[config.mk]
export PLATFORM = sky130hd
export DESIGN_NAME = ups_telemetry_decoder_flat
export DESIGN_NICKNAME = d
export VERILOG_FILES = /design/src/rtl/utd_pkg.sv /design/src/rtl/utd_in_if.sv /design/src/rtl/utd_out_if.sv /design/src/rtl/utd_dp.sv /design/src/rtl/utd_ctrl.sv /design/src/rtl/ups_telemetry_decoder.sv /design/src/flat_wrapper.sv
export VERILOG_INCLUDE_DIRS = /design/src /design/src/rtl
export SDC_FILE = /design/constraint.sdc
export NUM_CORES = 2
export LEC_CHECK = 0
export BUFFER_PORTS_ARGS = -buffer_cell sky130_fd_sc_hd__buf_4
export CAP_MARGIN = 25
export CELL_PAD_IN_SITES_DETAIL_PLACEMENT = 1
export CELL_PAD_IN_SITES_GLOBAL_PLACEMENT = 2
export CORE_AREA = 2 2 384 386
export DETAILED_ROUTE_END_ITERATION = 7
export DIE_AREA = 0 0 386 388
export PLACE_DENSITY = 0.76
export SYNTH_ARGS = -nofsm -noshare
export SYNTH_HDL_FRONTEND = slang
export SYNTH_SLANG_ARGS = --single-unit
[constraint.sdc]
create_clock -name i_clk -period 11 [get_ports i_clk]
set_input_delay 0.55 -clock i_clk [delete_from_list [all_inputs] [get_ports i_clk]]
set_output_delay 0.55 -clock i_clk [all_outputs]
set_load 0.01 [all_outputs]
[src/rtl/ups_telemetry_decoder_assert.svh]
// ----------------------------------------------------------------------------
// ups telemetry decoder assertion macros
// concurrent checks, compiled out for synthesis
// ----------------------------------------------------------------------------
`ifndef UPS_TELEMETRY_DECODER_ASSERT_SVH
`define UPS_TELEMETRY_DECODER_ASSERT_SVH
`ifndef SYNTHESIS
// property must hold at every clock edge outside reset
`define UTD_ASSERT(lbl, clk, rst_n, prop, msg) \
    lbl: assert property (@(posedge clk) disable iff (!rst_n) prop) else $error(msg);
// condition must never be seen outside reset
`define UTD_NEVER(lbl, clk, rst_n, cond, msg) \
    `UTD_ASSERT(lbl, clk, rst_n, !(cond), msg)
`else
`define UTD_ASSERT(lbl, clk, rst_n, prop, msg)
`define UTD_NEVER(lbl, clk, rst_n, cond, msg)
`endif
`endif

[src/rtl/utd_pkg.sv]
// ----------------------------------------------------------------------------
// utd_pkg
// shared types, constants and constant tables of the telemetry decoder
// ----------------------------------------------------------------------------
package utd_pkg;

    localparam int VOLT_MAX = 2000;
    localparam int PROD_W   = 96;
    localparam int DVD_W    = 64;
    localparam int DEN_W    = 40;
    localparam int ACC_W    = 64;

    localparam logic [7:0] EMPTY_RESET = 8'd168;
    localparam logic [7:0] FULL_RESET  = 8'd215;
    localparam logic [26:0] FREQ_SCALE = 27'd100000000;

    localparam logic [7:0] REG_NORMAL = 8'd48;
    localparam logic [7:0] REG_BOOST  = 8'd49;
    localparam logic [7:0] REG_TRIM   = 8'd50;
    localparam logic [7:0] LINE_ONLINE  = 8'd48;
    localparam logic [7:0] LINE_ON_BATT = 8'd49;
    localparam logic [7:0] LINE_LOW_BATT = 8'd50;

    localparam longint NODES9 [7]  = '{144, 154, 184, 195, 215, 228, 249};
    localparam longint VALS9 [7]   = '{951, 983, 1126, 1165, 1260, 1310, 1403};
    localparam longint NODES10 [7] = '{75, 83, 87, 98, 103, 118, 145};
    localparam longint VALS10 [7]  = '{960, 1020, 1050, 1130, 1160, 1240, 1400};

    typedef enum logic [0:0] {
        CFG_EMPTY = 1'b0,
        CFG_FULL  = 1'b1
    } t_cfg_idx;

    typedef struct packed {
        logic        ten_byte_format;
        logic [7:0]  volt_high;
        logic [7:0]  volt_low;
        logic [7:0]  batt_raw;
        logic [15:0] period_count;
        logic [7:0]  regulation_code;
        logic [7:0]  line_code;
    } t_in_item;

    typedef struct packed {
        logic [10:0]        volt_tenths;
        logic [10:0]        max_volt_tenths;
        logic [10:0]        min_volt_tenths;
        logic signed [15:0] battery_tenths_pct;
        logic [26:0]        freq_hundredths;
        logic               period_zero;
        logic               boost;
        logic               trim;
        logic               on_line;
        logic               on_battery;
        logic               low_battery;
    } t_out_item;

    typedef enum logic [3:0] {
        ST_IDLE, ST_SQRT, ST_BRANCH, ST_TERM, ST_MLOAD, ST_MUL, ST_TDIV_LD, ST_TDIV,
        ST_ACC, ST_VOLT, ST_BDIV_LD, ST_BDIV, ST_FDIV_LD, ST_FDIV, ST_OUT
    } t_state;

    typedef enum logic [1:0] {
        DIV_TERM,
        DIV_BATT,
        DIV_FREQ
    } t_div_sel;

    typedef struct packed {
        logic     load_in;
        logic     sq_step;
        logic     term_start;
        logic     mul_start;
        logic     mul_step;
        logic     div_load;
        t_div_sel div_sel;
        logic     div_step;
        logic     acc_term;
        logic     volt_fin;
        logic     batt_fin;
        logic     out_load;
    } t_dp_cmd;

    typedef struct packed {
        logic sq_last;
        logic ten_direct;
        logic mul_done;
        logic j_end;
        logic div_last;
        logic term_last;
        logic out_free;
    } t_dp_sts;

    typedef logic [10:0] t_curve9_tbl [256];
    typedef logic [DEN_W-1:0] t_den_tbl [7];
    typedef longint t_den9_tbl [7];

    // signed node products of the nine-byte curve
    function automatic t_den9_tbl build_den9();
        t_den9_tbl tbl;
        longint d;
        for (int i = 0; i < 7; i++) begin
            d = 1;
            for (int j = 0; j < 7; j++) begin
                if (j != i) d = d * (NODES9[i] - NODES9[j]);
            end
            tbl[i] = d;
        end
        return tbl;
    endfunction

    localparam t_den9_tbl DEN9 = build_den9();

    // nine-byte curve, worked out at elaboration
    function automatic t_curve9_tbl build_curve9();
        t_curve9_tbl tbl;
        longint acc;
        longint n;
        longint r;
        for (int v = 0; v < 256; v++) begin
            acc = 0;
            for (int i = 0; i < 7; i++) begin
                n = 1;
                for (int j = 0; j < 7; j++) begin
                    if (j != i) begin
                        n = n * (longint'(v) - NODES9[j]);
                    end
                end
                acc = acc + VALS9[i] * n * 256 / DEN9[i];
            end
            if (longint'(v) < NODES9[0] || acc <= 0) begin
                tbl[v] = '0;
            end else begin
                r = (acc + 128) >>> 8;
                tbl[v] = (r > VOLT_MAX) ? 11'(VOLT_MAX) : 11'(r);
            end
        end
        return tbl;
    endfunction

    function automatic t_den_tbl build_den10_abs();
        t_den_tbl tbl;
        longint d;
        for (int i = 0; i < 7; i++) begin
            d = 1;
            for (int j = 0; j < 7; j++) begin
                if (j != i) d = d * (NODES10[i] - NODES10[j]);
            end
            tbl[i] = DEN_W'((d < 0) ? -d : d);
        end
        return tbl;
    endfunction

    function automatic logic [6:0] build_den10_neg();
        logic [6:0] m;
        longint d;
        for (int i = 0; i < 7; i++) begin
            d = 1;
            for (int j = 0; j < 7; j++) begin
                if (j != i) d = d * (NODES10[i] - NODES10[j]);
            end
            m[i] = (d < 0);
        end
        return m;
    endfunction

    function automatic logic [7:0] node10_at(logic [2:0] k);
        logic [7:0] r;
        case (k)
            3'd0:    r = 8'(NODES10[0]);
            3'd1:    r = 8'(NODES10[1]);
            3'd2:    r = 8'(NODES10[2]);
            3'd3:    r = 8'(NODES10[3]);
            3'd4:    r = 8'(NODES10[4]);
            3'd5:    r = 8'(NODES10[5]);
            3'd6:    r = 8'(NODES10[6]);
            default: r = '0;
        endcase
        return r;
    endfunction

    function automatic logic [10:0] val10_at(logic [2:0] k);
        logic [10:0] r;
        case (k)
            3'd0:    r = 11'(VALS10[0]);
            3'd1:    r = 11'(VALS10[1]);
            3'd2:    r = 11'(VALS10[2]);
            3'd3:    r = 11'(VALS10[3]);
            3'd4:    r = 11'(VALS10[4]);
            3'd5:    r = 11'(VALS10[5]);
            3'd6:    r = 11'(VALS10[6]);
            default: r = '0;
        endcase
        return r;
    endfunction

endpackage

[src/rtl/utd_in_if.sv]
// ----------------------------------------------------------------------------
// utd_in_if
// packet channel into the decoder
// ----------------------------------------------------------------------------
interface utd_in_if;
    logic              valid;
    logic              ready;
    utd_pkg::t_in_item payload;
    modport source (output valid, output payload, input ready);
    modport sink (input valid, input payload, output ready);
endinterface

[src/rtl/utd_out_if.sv]
// ----------------------------------------------------------------------------
// utd_out_if
// result channel out of the decoder
// ----------------------------------------------------------------------------
interface utd_out_if;
    logic               valid;
    logic               ready;
    utd_pkg::t_out_item payload;
    modport source (output valid, output payload, input ready);
    modport sink (input valid, input payload, output ready);
endinterface

[src/rtl/utd_dp.sv]
// ----------------------------------------------------------------------------
// utd_dp
// datapath: square root, lagrange terms, shared divider, result register
// ----------------------------------------------------------------------------
`include "ups_telemetry_decoder_assert.svh"

module utd_dp (
    input  logic               i_clk,
    input  logic               i_rst_n,
    input  utd_pkg::t_dp_cmd   i_cmd,
    output utd_pkg::t_dp_sts   o_sts,
    input  utd_pkg::t_in_item  i_item,
    input  logic               i_cfg_we,
    input  logic [0:0]         i_cfg_idx,
    input  logic [7:0]         i_cfg_data,
    input  logic               i_out_ready,
    output logic               o_out_valid,
    output utd_pkg::t_out_item o_out_item
);

    localparam utd_pkg::t_curve9_tbl CURVE9 = utd_pkg::build_curve9();
    localparam utd_pkg::t_den_tbl DEN10_ABS = utd_pkg::build_den10_abs();
    localparam logic [6:0] DEN10_NEG = utd_pkg::build_den10_neg();
    localparam logic [15:0] S_LOW  = 16'(utd_pkg::NODES10[0] * 256);
    localparam logic [15:0] S_HIGH = 16'(utd_pkg::NODES10[6] * 256);
    localparam int PW = utd_pkg::PROD_W;
    localparam int QW = utd_pkg::DVD_W;
    localparam int DW = utd_pkg::DEN_W;

    logic [7:0]               r_empty;
    logic [7:0]               r_full;
    utd_pkg::t_in_item        r_item;
    logic [31:0]              r_sq_x;
    logic [32:0]              r_sq_res;
    logic [30:0]              r_sq_bit;
    logic [3:0]               r_sq_cnt;
    logic [2:0]               r_i;
    logic [2:0]               r_j;
    logic [PW-1:0]            r_prod;
    logic [PW-1:0]            r_mcand;
    logic [14:0]              r_mplier;
    logic                     r_neg;
    logic signed [utd_pkg::ACC_W-1:0] r_acc;
    logic [DW:0]              r_div_rem;
    logic [QW-1:0]            r_div_quo;
    logic [DW-1:0]            r_div_den;
    logic [5:0]               r_div_cnt;
    logic [10:0]              r_volt;
    logic                     r_batt_neg;
    logic                     r_batt_zero;
    logic signed [15:0]       r_batt;
    logic [10:0]              r_max;
    logic [10:0]              r_min;
    logic                     r_out_valid;
    utd_pkg::t_out_item       r_out;

    logic [15:0] s;
    logic [33:0] sq_sum;
    logic        sq_ge;
    logic        s_low;
    logic        s_high;
    logic        s_node;
    logic [10:0] s_node_val;
    logic [17:0] diff;
    logic        diff_neg;
    logic [17:0] diff_abs;
    logic [DW:0] div_sh;
    logic        div_ge;
    logic [64:0] round_sum;
    logic [48:0] round_q;
    logic [10:0] volt10;
    logic [7:0]  bmag;
    logic [7:0]  dmag;
    logic [17:0] an;
    logic [18:0] batt_dvd;
    logic [10:0] n_max;
    logic [10:0] n_min;

    assign s      = r_sq_res[15:0];
    assign sq_sum = {1'b0, r_sq_res} + {3'b0, r_sq_bit};
    assign sq_ge  = {2'b0, r_sq_x} >= sq_sum;
    assign s_low  = s < S_LOW;
    assign s_high = s > S_HIGH;

    // integer part of the root on a node
    always_comb begin
        s_node     = 1'b0;
        s_node_val = '0;
        for (int k = 0; k < 7; k++) begin
            if (s[15:8] == utd_pkg::node10_at(3'(k))) begin
                s_node     = 1'b1;
                s_node_val = utd_pkg::val10_at(3'(k));
            end
        end
    end

    assign diff     = {2'b0, s} - {2'b0, utd_pkg::node10_at(r_j), 8'b0};
    assign diff_neg = diff[17];
    assign diff_abs = diff_neg ? (18'd0 - diff) : diff;

    assign div_sh = {r_div_rem[DW-1:0], r_div_quo[QW-1]};
    assign div_ge = div_sh >= {1'b0, r_div_den};

    // q16 tenths, rounded half up
    assign round_sum = {1'b0, r_acc} + 65'd32768;
    assign round_q   = round_sum[64:16];
    always_comb begin
        if (r_acc <= 0) begin
            volt10 = '0;
        end else if (round_q > 49'(utd_pkg::VOLT_MAX)) begin
            volt10 = 11'(utd_pkg::VOLT_MAX);
        end else begin
            volt10 = round_q[10:0];
        end
    end

    assign bmag     = (r_item.batt_raw >= r_empty) ? (r_item.batt_raw - r_empty)
                                                   : (r_empty - r_item.batt_raw);
    assign dmag     = (r_full >= r_empty) ? (r_full - r_empty) : (r_empty - r_full);
    assign an       = {10'b0, bmag} * 18'd1000;
    assign batt_dvd = {an, 1'b0} + {11'b0, dmag};

    assign n_max = (r_volt >= r_max) ? r_volt : r_max;
    assign n_min = (r_volt <= r_min) ? r_volt : r_min;

    // configuration and running extremes
    always_ff @(posedge i_clk) begin
        if (!i_rst_n) begin
            r_empty     <= utd_pkg::EMPTY_RESET;
            r_full      <= utd_pkg::FULL_RESET;
            r_max       <= '0;
            r_min       <= '1;
            r_out_valid <= 1'b0;
        end else begin
            if (i_cfg_we) begin
                if (i_cfg_idx == utd_pkg::CFG_EMPTY) r_empty <= i_cfg_data;
                else r_full <= i_cfg_data;
            end
            if (i_cmd.out_load) begin
                r_max       <= n_max;
                r_min       <= n_min;
                r_out_valid <= 1'b1;
            end else if (i_out_ready) begin
                r_out_valid <= 1'b0;
            end
        end
    end

    // working registers
    always_ff @(posedge i_clk) begin
        if (i_cmd.load_in) begin
            r_item   <= i_item;
            r_sq_x   <= {i_item.volt_high, i_item.volt_low, 16'b0};
            r_sq_res <= '0;
            r_sq_bit <= 31'h4000_0000;
            r_sq_cnt <= 4'd15;
            r_i      <= '0;
            r_acc    <= '0;
        end
        if (i_cmd.sq_step) begin
            if (sq_ge) begin
                r_sq_x   <= 32'({2'b0, r_sq_x} - sq_sum);
                r_sq_res <= (r_sq_res >> 1) + {2'b0, r_sq_bit};
            end else begin
                r_sq_res <= r_sq_res >> 1;
            end
            r_sq_bit <= r_sq_bit >> 2;
            r_sq_cnt <= r_sq_cnt - 4'd1;
        end
        if (i_cmd.term_start) begin
            r_prod <= PW'(utd_pkg::val10_at(r_i));
            r_neg  <= DEN10_NEG[r_i];
            r_j    <= '0;
        end
        if (i_cmd.mul_start) begin
            r_mcand <= r_prod;
            r_prod  <= '0;
            r_j     <= r_j + 3'd1;
            if (r_j == r_i) begin
                r_mplier <= 15'd1;
            end else begin
                r_mplier <= diff_abs[14:0];
                r_neg    <= r_neg ^ diff_neg;
            end
        end
        if (i_cmd.mul_step) begin
            if (r_mplier[0]) r_prod <= r_prod + r_mcand;
            r_mcand  <= r_mcand << 1;
            r_mplier <= r_mplier >> 1;
        end
        if (i_cmd.div_load) begin
            r_div_rem <= '0;
            r_div_cnt <= 6'd63;
            case (i_cmd.div_sel)
                utd_pkg::DIV_TERM: begin
                    r_div_quo <= r_prod[PW-1:PW-QW];
                    r_div_den <= DEN10_ABS[r_i];
                end
                utd_pkg::DIV_BATT: begin
                    r_div_quo   <= QW'(batt_dvd);
                    r_div_den   <= DW'({dmag, 1'b0});
                    r_batt_neg  <= (r_item.batt_raw < r_empty) ^ (r_full < r_empty);
                    r_batt_zero <= (r_full == r_empty);
                end
                default: begin
                    r_div_quo <= QW'(utd_pkg::FREQ_SCALE)
                                 + QW'(r_item.period_count[15:1]);
                    r_div_den <= DW'(r_item.period_count);
                end
            endcase
        end
        if (i_cmd.div_step) begin
            r_div_rem <= div_ge ? (div_sh - {1'b0, r_div_den}) : div_sh;
            r_div_quo <= {r_div_quo[QW-2:0], div_ge};
            r_div_cnt <= r_div_cnt - 6'd1;
        end
        if (i_cmd.acc_term) begin
            r_acc <= r_neg ? (r_acc - $signed(r_div_quo)) : (r_acc + $signed(r_div_quo));
            r_i   <= r_i + 3'd1;
        end
        if (i_cmd.volt_fin) begin
            if (!r_item.ten_byte_format) r_volt <= CURVE9[r_item.volt_high];
            else if (s_low)              r_volt <= '0;
            else if (s_high)             r_volt <= utd_pkg::val10_at(3'd6);
            else if (s_node)             r_volt <= s_node_val;
            else                         r_volt <= volt10;
        end
        if (i_cmd.batt_fin) begin
            if (r_batt_zero) begin
                r_batt <= '0;
            end else if (r_batt_neg) begin
                r_batt <= (r_div_quo > 64'd32768) ? 16'sh8000 : -$signed(r_div_quo[15:0]);
            end else begin
                r_batt <= (r_div_quo > 64'd32767) ? 16'sh7fff : $signed(r_div_quo[15:0]);
            end
        end
        if (i_cmd.out_load) begin
            r_out.volt_tenths        <= r_volt;
            r_out.max_volt_tenths    <= n_max;
            r_out.min_volt_tenths    <= n_min;
            r_out.battery_tenths_pct <= r_batt;
            r_out.period_zero        <= (r_item.period_count == '0);
            r_out.freq_hundredths    <= (r_item.period_count == '0) ? '0 : r_div_quo[26:0];
            r_out.boost              <= (r_item.regulation_code == utd_pkg::REG_BOOST);
            r_out.trim               <= (r_item.regulation_code == utd_pkg::REG_TRIM);
            r_out.on_line            <= (r_item.line_code == utd_pkg::LINE_ONLINE);
            r_out.on_battery         <= (r_item.line_code == utd_pkg::LINE_ON_BATT)
                                        || (r_item.line_code == utd_pkg::LINE_LOW_BATT);
            r_out.low_battery        <= (r_item.line_code == utd_pkg::LINE_LOW_BATT);
        end
    end

    assign o_sts.sq_last    = (r_sq_cnt == '0);
    assign o_sts.ten_direct = !r_item.ten_byte_format || s_low || s_high || s_node;
    assign o_sts.mul_done   = (r_mplier == '0);
    assign o_sts.j_end      = (r_j == 3'd7);
    assign o_sts.div_last   = (r_div_cnt == '0);
    assign o_sts.term_last  = (r_i == 3'd6);
    assign o_sts.out_free   = !r_out_valid || i_out_ready;

    assign o_out_valid = r_out_valid;
    assign o_out_item  = r_out;

    `UTD_ASSERT(a_volt_range, i_clk, i_rst_n, r_out_valid |-> (r_out.volt_tenths <= 11'd2000), "voltage beyond saturation")
    `UTD_ASSERT(a_max_min, i_clk, i_rst_n, r_out_valid |-> (r_out.max_volt_tenths >= r_out.min_volt_tenths), "running maximum below minimum")
    `UTD_ASSERT(a_freq_zero, i_clk, i_rst_n, (r_out_valid && r_out.period_zero) |-> (r_out.freq_hundredths == '0), "frequency set on zero period")

endmodule

[src/rtl/utd_ctrl.sv]
// ----------------------------------------------------------------------------
// utd_ctrl
// sequencer for one packet: root, curve terms, divides, result load
// ----------------------------------------------------------------------------
`include "ups_telemetry_decoder_assert.svh"

module utd_ctrl (
    input  logic             i_clk,
    input  logic             i_rst_n,
    input  logic             i_in_valid,
    output logic             o_in_ready,
    input  utd_pkg::t_dp_sts i_sts,
    output utd_pkg::t_dp_cmd o_cmd
);

    utd_pkg::t_state r_state;
    utd_pkg::t_state n_state;

    always_ff @(posedge i_clk) begin
        if (!i_rst_n) begin
            r_state <= utd_pkg::ST_IDLE;
        end else begin
            r_state <= n_state;
        end
    end

    always_comb begin
        n_state    = r_state;
        o_cmd      = '0;
        o_in_ready = 1'b0;
        unique case (r_state)
            utd_pkg::ST_IDLE: begin
                o_in_ready = 1'b1;
                if (i_in_valid) begin
                    o_cmd.load_in = 1'b1;
                    n_state       = utd_pkg::ST_SQRT;
                end
            end
            utd_pkg::ST_SQRT: begin
                o_cmd.sq_step = 1'b1;
                if (i_sts.sq_last) n_state = utd_pkg::ST_BRANCH;
            end
            utd_pkg::ST_BRANCH: begin
                n_state = i_sts.ten_direct ? utd_pkg::ST_VOLT : utd_pkg::ST_TERM;
            end
            utd_pkg::ST_TERM: begin
                o_cmd.term_start = 1'b1;
                n_state          = utd_pkg::ST_MLOAD;
            end
            utd_pkg::ST_MLOAD: begin
                o_cmd.mul_start = 1'b1;
                n_state         = utd_pkg::ST_MUL;
            end
            utd_pkg::ST_MUL: begin
                if (!i_sts.mul_done) begin
                    o_cmd.mul_step = 1'b1;
                end else if (i_sts.j_end) begin
                    n_state = utd_pkg::ST_TDIV_LD;
                end else begin
                    n_state = utd_pkg::ST_MLOAD;
                end
            end
            utd_pkg::ST_TDIV_LD: begin
                o_cmd.div_load = 1'b1;
                o_cmd.div_sel  = utd_pkg::DIV_TERM;
                n_state        = utd_pkg::ST_TDIV;
            end
            utd_pkg::ST_TDIV: begin
                o_cmd.div_step = 1'b1;
                if (i_sts.div_last) n_state = utd_pkg::ST_ACC;
            end
            utd_pkg::ST_ACC: begin
                o_cmd.acc_term = 1'b1;
                n_state = i_sts.term_last ? utd_pkg::ST_VOLT : utd_pkg::ST_TERM;
            end
            utd_pkg::ST_VOLT: begin
                o_cmd.volt_fin = 1'b1;
                n_state        = utd_pkg::ST_BDIV_LD;
            end
            utd_pkg::ST_BDIV_LD: begin
                o_cmd.div_load = 1'b1;
                o_cmd.div_sel  = utd_pkg::DIV_BATT;
                n_state        = utd_pkg::ST_BDIV;
            end
            utd_pkg::ST_BDIV: begin
                o_cmd.div_step = 1'b1;
                if (i_sts.div_last) n_state = utd_pkg::ST_FDIV_LD;
            end
            utd_pkg::ST_FDIV_LD: begin
                o_cmd.batt_fin = 1'b1;
                o_cmd.div_load = 1'b1;
                o_cmd.div_sel  = utd_pkg::DIV_FREQ;
                n_state        = utd_pkg::ST_FDIV;
            end
            utd_pkg::ST_FDIV: begin
                o_cmd.div_step = 1'b1;
                if (i_sts.div_last) n_state = utd_pkg::ST_OUT;
            end
            utd_pkg::ST_OUT: begin
                if (i_sts.out_free) begin
                    o_cmd.out_load = 1'b1;
                    n_state        = utd_pkg::ST_IDLE;
                end
            end
            default: begin
                n_state = utd_pkg::ST_IDLE;
            end
        endcase
    end

    `UTD_ASSERT(a_out_free, i_clk, i_rst_n, o_cmd.out_load |-> i_sts.out_free, "result loaded over an untaken beat")
    `UTD_NEVER(a_mul_over, i_clk, i_rst_n, o_cmd.mul_step && i_sts.mul_done, "multiply stepped past its last bit")
    `UTD_ASSERT(a_term_need, i_clk, i_rst_n, o_cmd.term_start |-> !i_sts.ten_direct, "curve terms run for a direct voltage")

endmodule

[src/rtl/ups_telemetry_decoder.sv]
// ----------------------------------------------------------------------------
// ups_telemetry_decoder
// decodes one ups telemetry packet into voltage, battery, frequency and flags
// ----------------------------------------------------------------------------
// nine-byte form: the 16-step root and the two 64-step divides (battery,
//   frequency) through the one shared divider
// ten-byte form off the curve nodes adds seven terms, each a bit-serial
//   multiply plus a 64-step divide
// throughput: one packet at a time; a new beat is taken while the last result
//   waits
// reset: synchronous active low; thresholds to 168/215, maximum 0, minimum 2047
// ----------------------------------------------------------------------------
module ups_telemetry_decoder (
    input  logic       i_clk,
    input  logic       i_rst_n,
    utd_in_if.sink     i_in,
    utd_out_if.source  o_res,
    input  logic       i_cfg_we,
    input  logic [0:0] i_cfg_idx,
    input  logic [7:0] i_cfg_data
);

    // command and status between sequencer and datapath
    utd_pkg::t_dp_cmd   w_cmd;
    utd_pkg::t_dp_sts   w_sts;
    logic               w_in_ready;
    logic               w_out_valid;
    utd_pkg::t_out_item w_out_item;

    // sequencer: accepts a beat only when idle, loads the result register once
    // the previous result has been taken
    utd_ctrl u_ctrl (
        .i_clk      (i_clk),
        .i_rst_n    (i_rst_n),
        .i_in_valid (i_in.valid),
        .o_in_ready (w_in_ready),
        .i_sts      (w_sts),
        .o_cmd      (w_cmd)
    );

    // datapath: root, lagrange terms, divider, extremes and result register
    utd_dp u_dp (
        .i_clk       (i_clk),
        .i_rst_n     (i_rst_n),
        .i_cmd       (w_cmd),
        .o_sts       (w_sts),
        .i_item      (i_in.payload),
        .i_cfg_we    (i_cfg_we),
        .i_cfg_idx   (i_cfg_idx),
        .i_cfg_data  (i_cfg_data),
        .i_out_ready (o_res.ready),
        .o_out_valid (w_out_valid),
        .o_out_item  (w_out_item)
    );

    assign i_in.ready    = w_in_ready;
    assign o_res.valid   = w_out_valid;
    assign o_res.payload = w_out_item;

endmodule

[src/flat_wrapper.sv]
// flat-port wrapper written by rule: the top's interface ports become plain ports
module ups_telemetry_decoder_flat 
  (i_clk, i_rst_n, i_cfg_we, i_cfg_idx, i_cfg_data, i_in_valid, i_in_payload, i_in_ready, o_res_valid, o_res_payload, o_res_ready);
  utd_in_if i_in_i ();
  utd_out_if o_res_i ();
  input  logic i_clk;
  input  logic i_rst_n;
  input  logic i_cfg_we;
  input  logic [0:0] i_cfg_idx;
  input  logic [7:0] i_cfg_data;
  input wire logic [$bits(i_in_i.valid)-1:0] i_in_valid;
  input wire logic [$bits(i_in_i.payload)-1:0] i_in_payload;
  output wire logic [$bits(i_in_i.ready)-1:0] i_in_ready;
  output wire logic [$bits(o_res_i.valid)-1:0] o_res_valid;
  output wire logic [$bits(o_res_i.payload)-1:0] o_res_payload;
  input wire logic [$bits(o_res_i.ready)-1:0] o_res_ready;
  assign i_in_i.valid = i_in_valid;
  assign i_in_i.payload = i_in_payload;
  assign i_in_ready = i_in_i.ready;
  assign o_res_valid = o_res_i.valid;
  assign o_res_payload = o_res_i.payload;
  assign o_res_i.ready = o_res_ready;
  ups_telemetry_decoder u_core (.i_clk(i_clk), .i_rst_n(i_rst_n), .i_in(i_in_i), .o_res(o_res_i), .i_cfg_we(i_cfg_we), .i_cfg_idx(i_cfg_idx), .i_cfg_data(i_cfg_data));
endmodule
==> out/qor.yml <==
floorplanning:
  num_io_pins: 155
  rows: 140
  start_util_pct: 34.8
  dieArea_mm2: 0.150
  core_mm2: 0.145
  fp.dieW_um: 386
  die_h_um: 388
global_route:
  gr-total-overflow: 0
  grt_use_total_pct: 21.6
  grt_pass1_vias: 44200
  grt_max_degree: 75
  antenna_found_initial: 2
  grt_pass1_wl_mm: 259
worst_setup_path:
  cp_common_cell: "fa_1"
  crit_family: "compound AO/OA/AOI/OAI gates"
  slowest_stage: "xnor2_1"
  worst-path-buf-inv: 4
  startpoint_type: "flop"
  crit_path_end_kind: "flop"
  critPathMaxStageDelay_ns: 0.71
  required_ns: 11.43
  crit_type: "flop to flop"
  critical_path_peak_fanout: 13
  cp_data_arrival_time_ns: 8.93
timing:
  final_hold_viol_count: 0
  layout_min_cycle_time_ns: 8.50
  max_slew.worst_pin.slew_ns: 1.09
  fin_ws_ns: 2.50
  period_share_pct: 77.2
  fin_tns_setup_ns: 0
  max_freq_mhz: 118
  skew_ns: 0.0304
  setup_viol: 0
  slew_headroom_pct: 27.4
  slew_violations: 0
  rsz0062_at_grt: "no"
final_layout:
  drive_above_1_share_pct: 7.50
  nets: 6206
  areaGrowthSynthToFinish_pct: 12.3
  fillers: 16800
synthesis:
  syn_area_per_cell_um2: 8.92
  netlist.area_leader.share_pct: 31.5
  yosys-top-cells-area: "edfxtp_1 (31%), ha_1 (9.7%), dfxtp_1 (7.0%), a21oi_1 (4.7%), xnor2_1 (4.6%)"
  synth_common_cells: "nand2_1 (571), edfxtp_1 (530), nor2_1 (492)"
  synth.distinct_cells: 87
  seq_area_frac_synth_pct: 38.5
  synth_top_cell_by_area: "edfxtp_1"
  ys_seq_elements: 706
  synth_edf_count: 530
  syn_nets: 6157
  ys.warnings.count: 0
  ys_async_sr_fraction_pct: 0
  yosysMostFrequentCell: "nand2_1"
  synthCells: 5667
  yosys_most_used_dff: "edfxtp_1"
  synth_area_mm2: 0.0505
clocking:
  clkLatencyLatePin_ns: 0.69
  cts.root.buffer_cell: "clkbuf_16"
  h-tree-depth: 3
  clock_path_buffers: 3
  clkTransAtPathRegs_ns: 0.06
  cts_buffers: 86
  clock-sinks: 706
  postCtsSetupRepairBufs: 0
  cts_tree: "done"
routing:
  num_vias: 43400
  routed_wirelength_mm: 165
  drtIter0Drc: 2621
  via_per_inst: 5.64
  dr.pass1.iters: 7
  antenna_left: 0
  wl_per_cell_um: 21.4
  drc: 0
hold_path:
  hold_path_class: "primary input to flop"
power_and_ir_drop:
  power_density_mw_per_mm2: 356
  vdd_drop_max_mv: 0.690
  p_leak_nw: 22.1
  finalPower_mw: 20.2
placement:
  portBuffers: 154
  dp_slack_ns: 2.60
  gp_congestion: 0.883
  dp_hpwl_mm: 123
job:
  max_cap_violations: 0
status:
  status: "finished, final reports clean"
-- cell usage in the layout (no fill, tap or decap), types with 45 or more instances in the layout --
cell	netlist	layout
or3_1	48	48
inv_1	238	237
o21bai_1	57	57
nor4_1	59	57
ha_1	391	391
a31oi_1	83	83
a22o_1	95	95
clkbuf_16	0	90
nor2b_1	61	60
edfxtp_1	530	530
buf_4	2	205
xor2_1	140	140
o21a_1	48	48
nand4_1	97	97
nand2_1	571	567
a21o_1	141	141
xnor2_1	265	265
o21ai_0	398	396
and3_1	56	55
nor3_1	106	106
o211ai_1	45	45
dfxtp_1	176	175
a211oi_1	53	52
and2_1	51	50
a21oi_1	477	477
nor2_1	492	489
nand3_1	222	222
nand2b_1	48	47
-- registers in the layout, summed over array words and instances, names as in the netlist, 3 cells and up, named ones only --
register                cells
u_core.u_dp.r_sq_res       33
u_core.u_dp.r_full          8
u_core.u_dp.r_i             3
u_core.u_dp.o_out_item     82
u_core.u_dp.r_div_cnt       6
u_core.u_dp.r_empty         8
u_core.u_dp.r_prod         96
u_core.u_dp.r_sq_x         32
u_core.u_dp.r_acc          64
u_core.u_dp.r_batt         16
u_core.u_dp.r_item         49
u_core.u_dp.r_sq_cnt        4
u_core.u_dp.r_div_rem      40
u_core.u_dp.r_mcand        96
u_core.u_ctrl.r_state       4
u_core.u_dp.r_max          11
u_core.u_dp.r_mplier       15
u_core.u_dp.r_min          11
u_core.u_dp.r_volt         11
u_core.u_dp.r_div_quo      64
u_core.u_dp.r_j             3
u_core.u_dp.r_sq_bit       16
u_core.u_dp.r_div_den      29
-- power by group --
part           switching (mW)  total (mW)  internal, mW  leakage [nW]
registers               0.752        4.29          3.54          6.51
clock network            1.24        2.94          1.70          1.37
logic                    7.73        13.0          5.26          14.2
total                    9.72        20.2          10.5          22.1
-- cells by family (layout without fill, tap and decap cells) --
logic type                 count (synthesis)  after routing  share of synthesized area, %
AOI/OAI and AO/OA                       1641           1641                          20.5
xor gates and xnor gates                 405            405                          7.02
adders and majority gates                419            419                          10.8
buffers and inverters                    523            644                          3.95
DFF                                      706            706                          38.5
muxes                                     65             65                          1.37
other                                      0              1                             0
and+or+nand+nor                         1908           1908                          17.9
-- metal layers --
metal | wire, um | part of all wire (%) | track usage (%) | vias to the layer above
li1 | - | - | - | 20900
met1 | 80400 | 49 | 30.5 | 21700
met2 | 76300 | 46 | 35.0 | 621
met3 | 5170 | 3.1 | 2.16 | 159
met4 | 3380 | 2.0 | 5.54 | 0
met5 | 0 | 0 | 0 | -
-- metrics by stage --
stage / cells / utilization (%) / instance area [um^2] / hold WS (ns)
2_1_floorplan: 5667 / - / 50500 / 0.400
3_3_place_gp: 7508 / 36.9 / 53500 / 0.403
3_5_place_dp: 7510 / 36.9 / 53500 / 0.410
4_1_cts: 7699 / 39.0 / 56700 / 0.000332
5_1_grt: 7705 / 39.1 / 56800 / 0.0233
6_report: 7706 / 39.1 / 56800 / 0.0454
-- final cells by class --
type	instances	area [um^2]	area share [%]
antenna	1	2.50	0.00441
clock buffer	117	2440	4.31
clock inverter	43	405	0.714
inverter	242	910	1.60
multi-input combinational	4438	29200	51.5
sequential	706	19400	34.3
tap	1917	2400	4.23
timing repair buffer	242	1930	3.39
-- worst paths after layout --
check	startpoint	to	slack [ns]	cells past startpoint
setup / recovery	u_core.u_dp.r_empty[1]$_SDFFE_PN0P_	u_core.u_dp.r_div_quo[16]$_DFFE_PP_	2.50	26
hold / removal	i_in_payload[26]	u_core.u_dp.r_item[26]$_DFFE_PP_	0.05	1
setup reg to reg	u_core.u_dp.r_empty[1]$_SDFFE_PN0P_	u_core.u_dp.r_div_quo[16]$_DFFE_PP_	2.50	26
hold reg to reg	u_core.u_dp.r_batt[10]$_SDFFCE_PP0P_	u_core.u_dp.o_out_item[43]$_DFFE_PP_	0.42	0
-- repair_timing --
action                                 in CTS  in global routing
endpoints found under the hold margin      29                  0
gates resized for setup                     0                  0
hold buffers                               29                  0
Note: power is estimated with default switching activity, not from simulation.
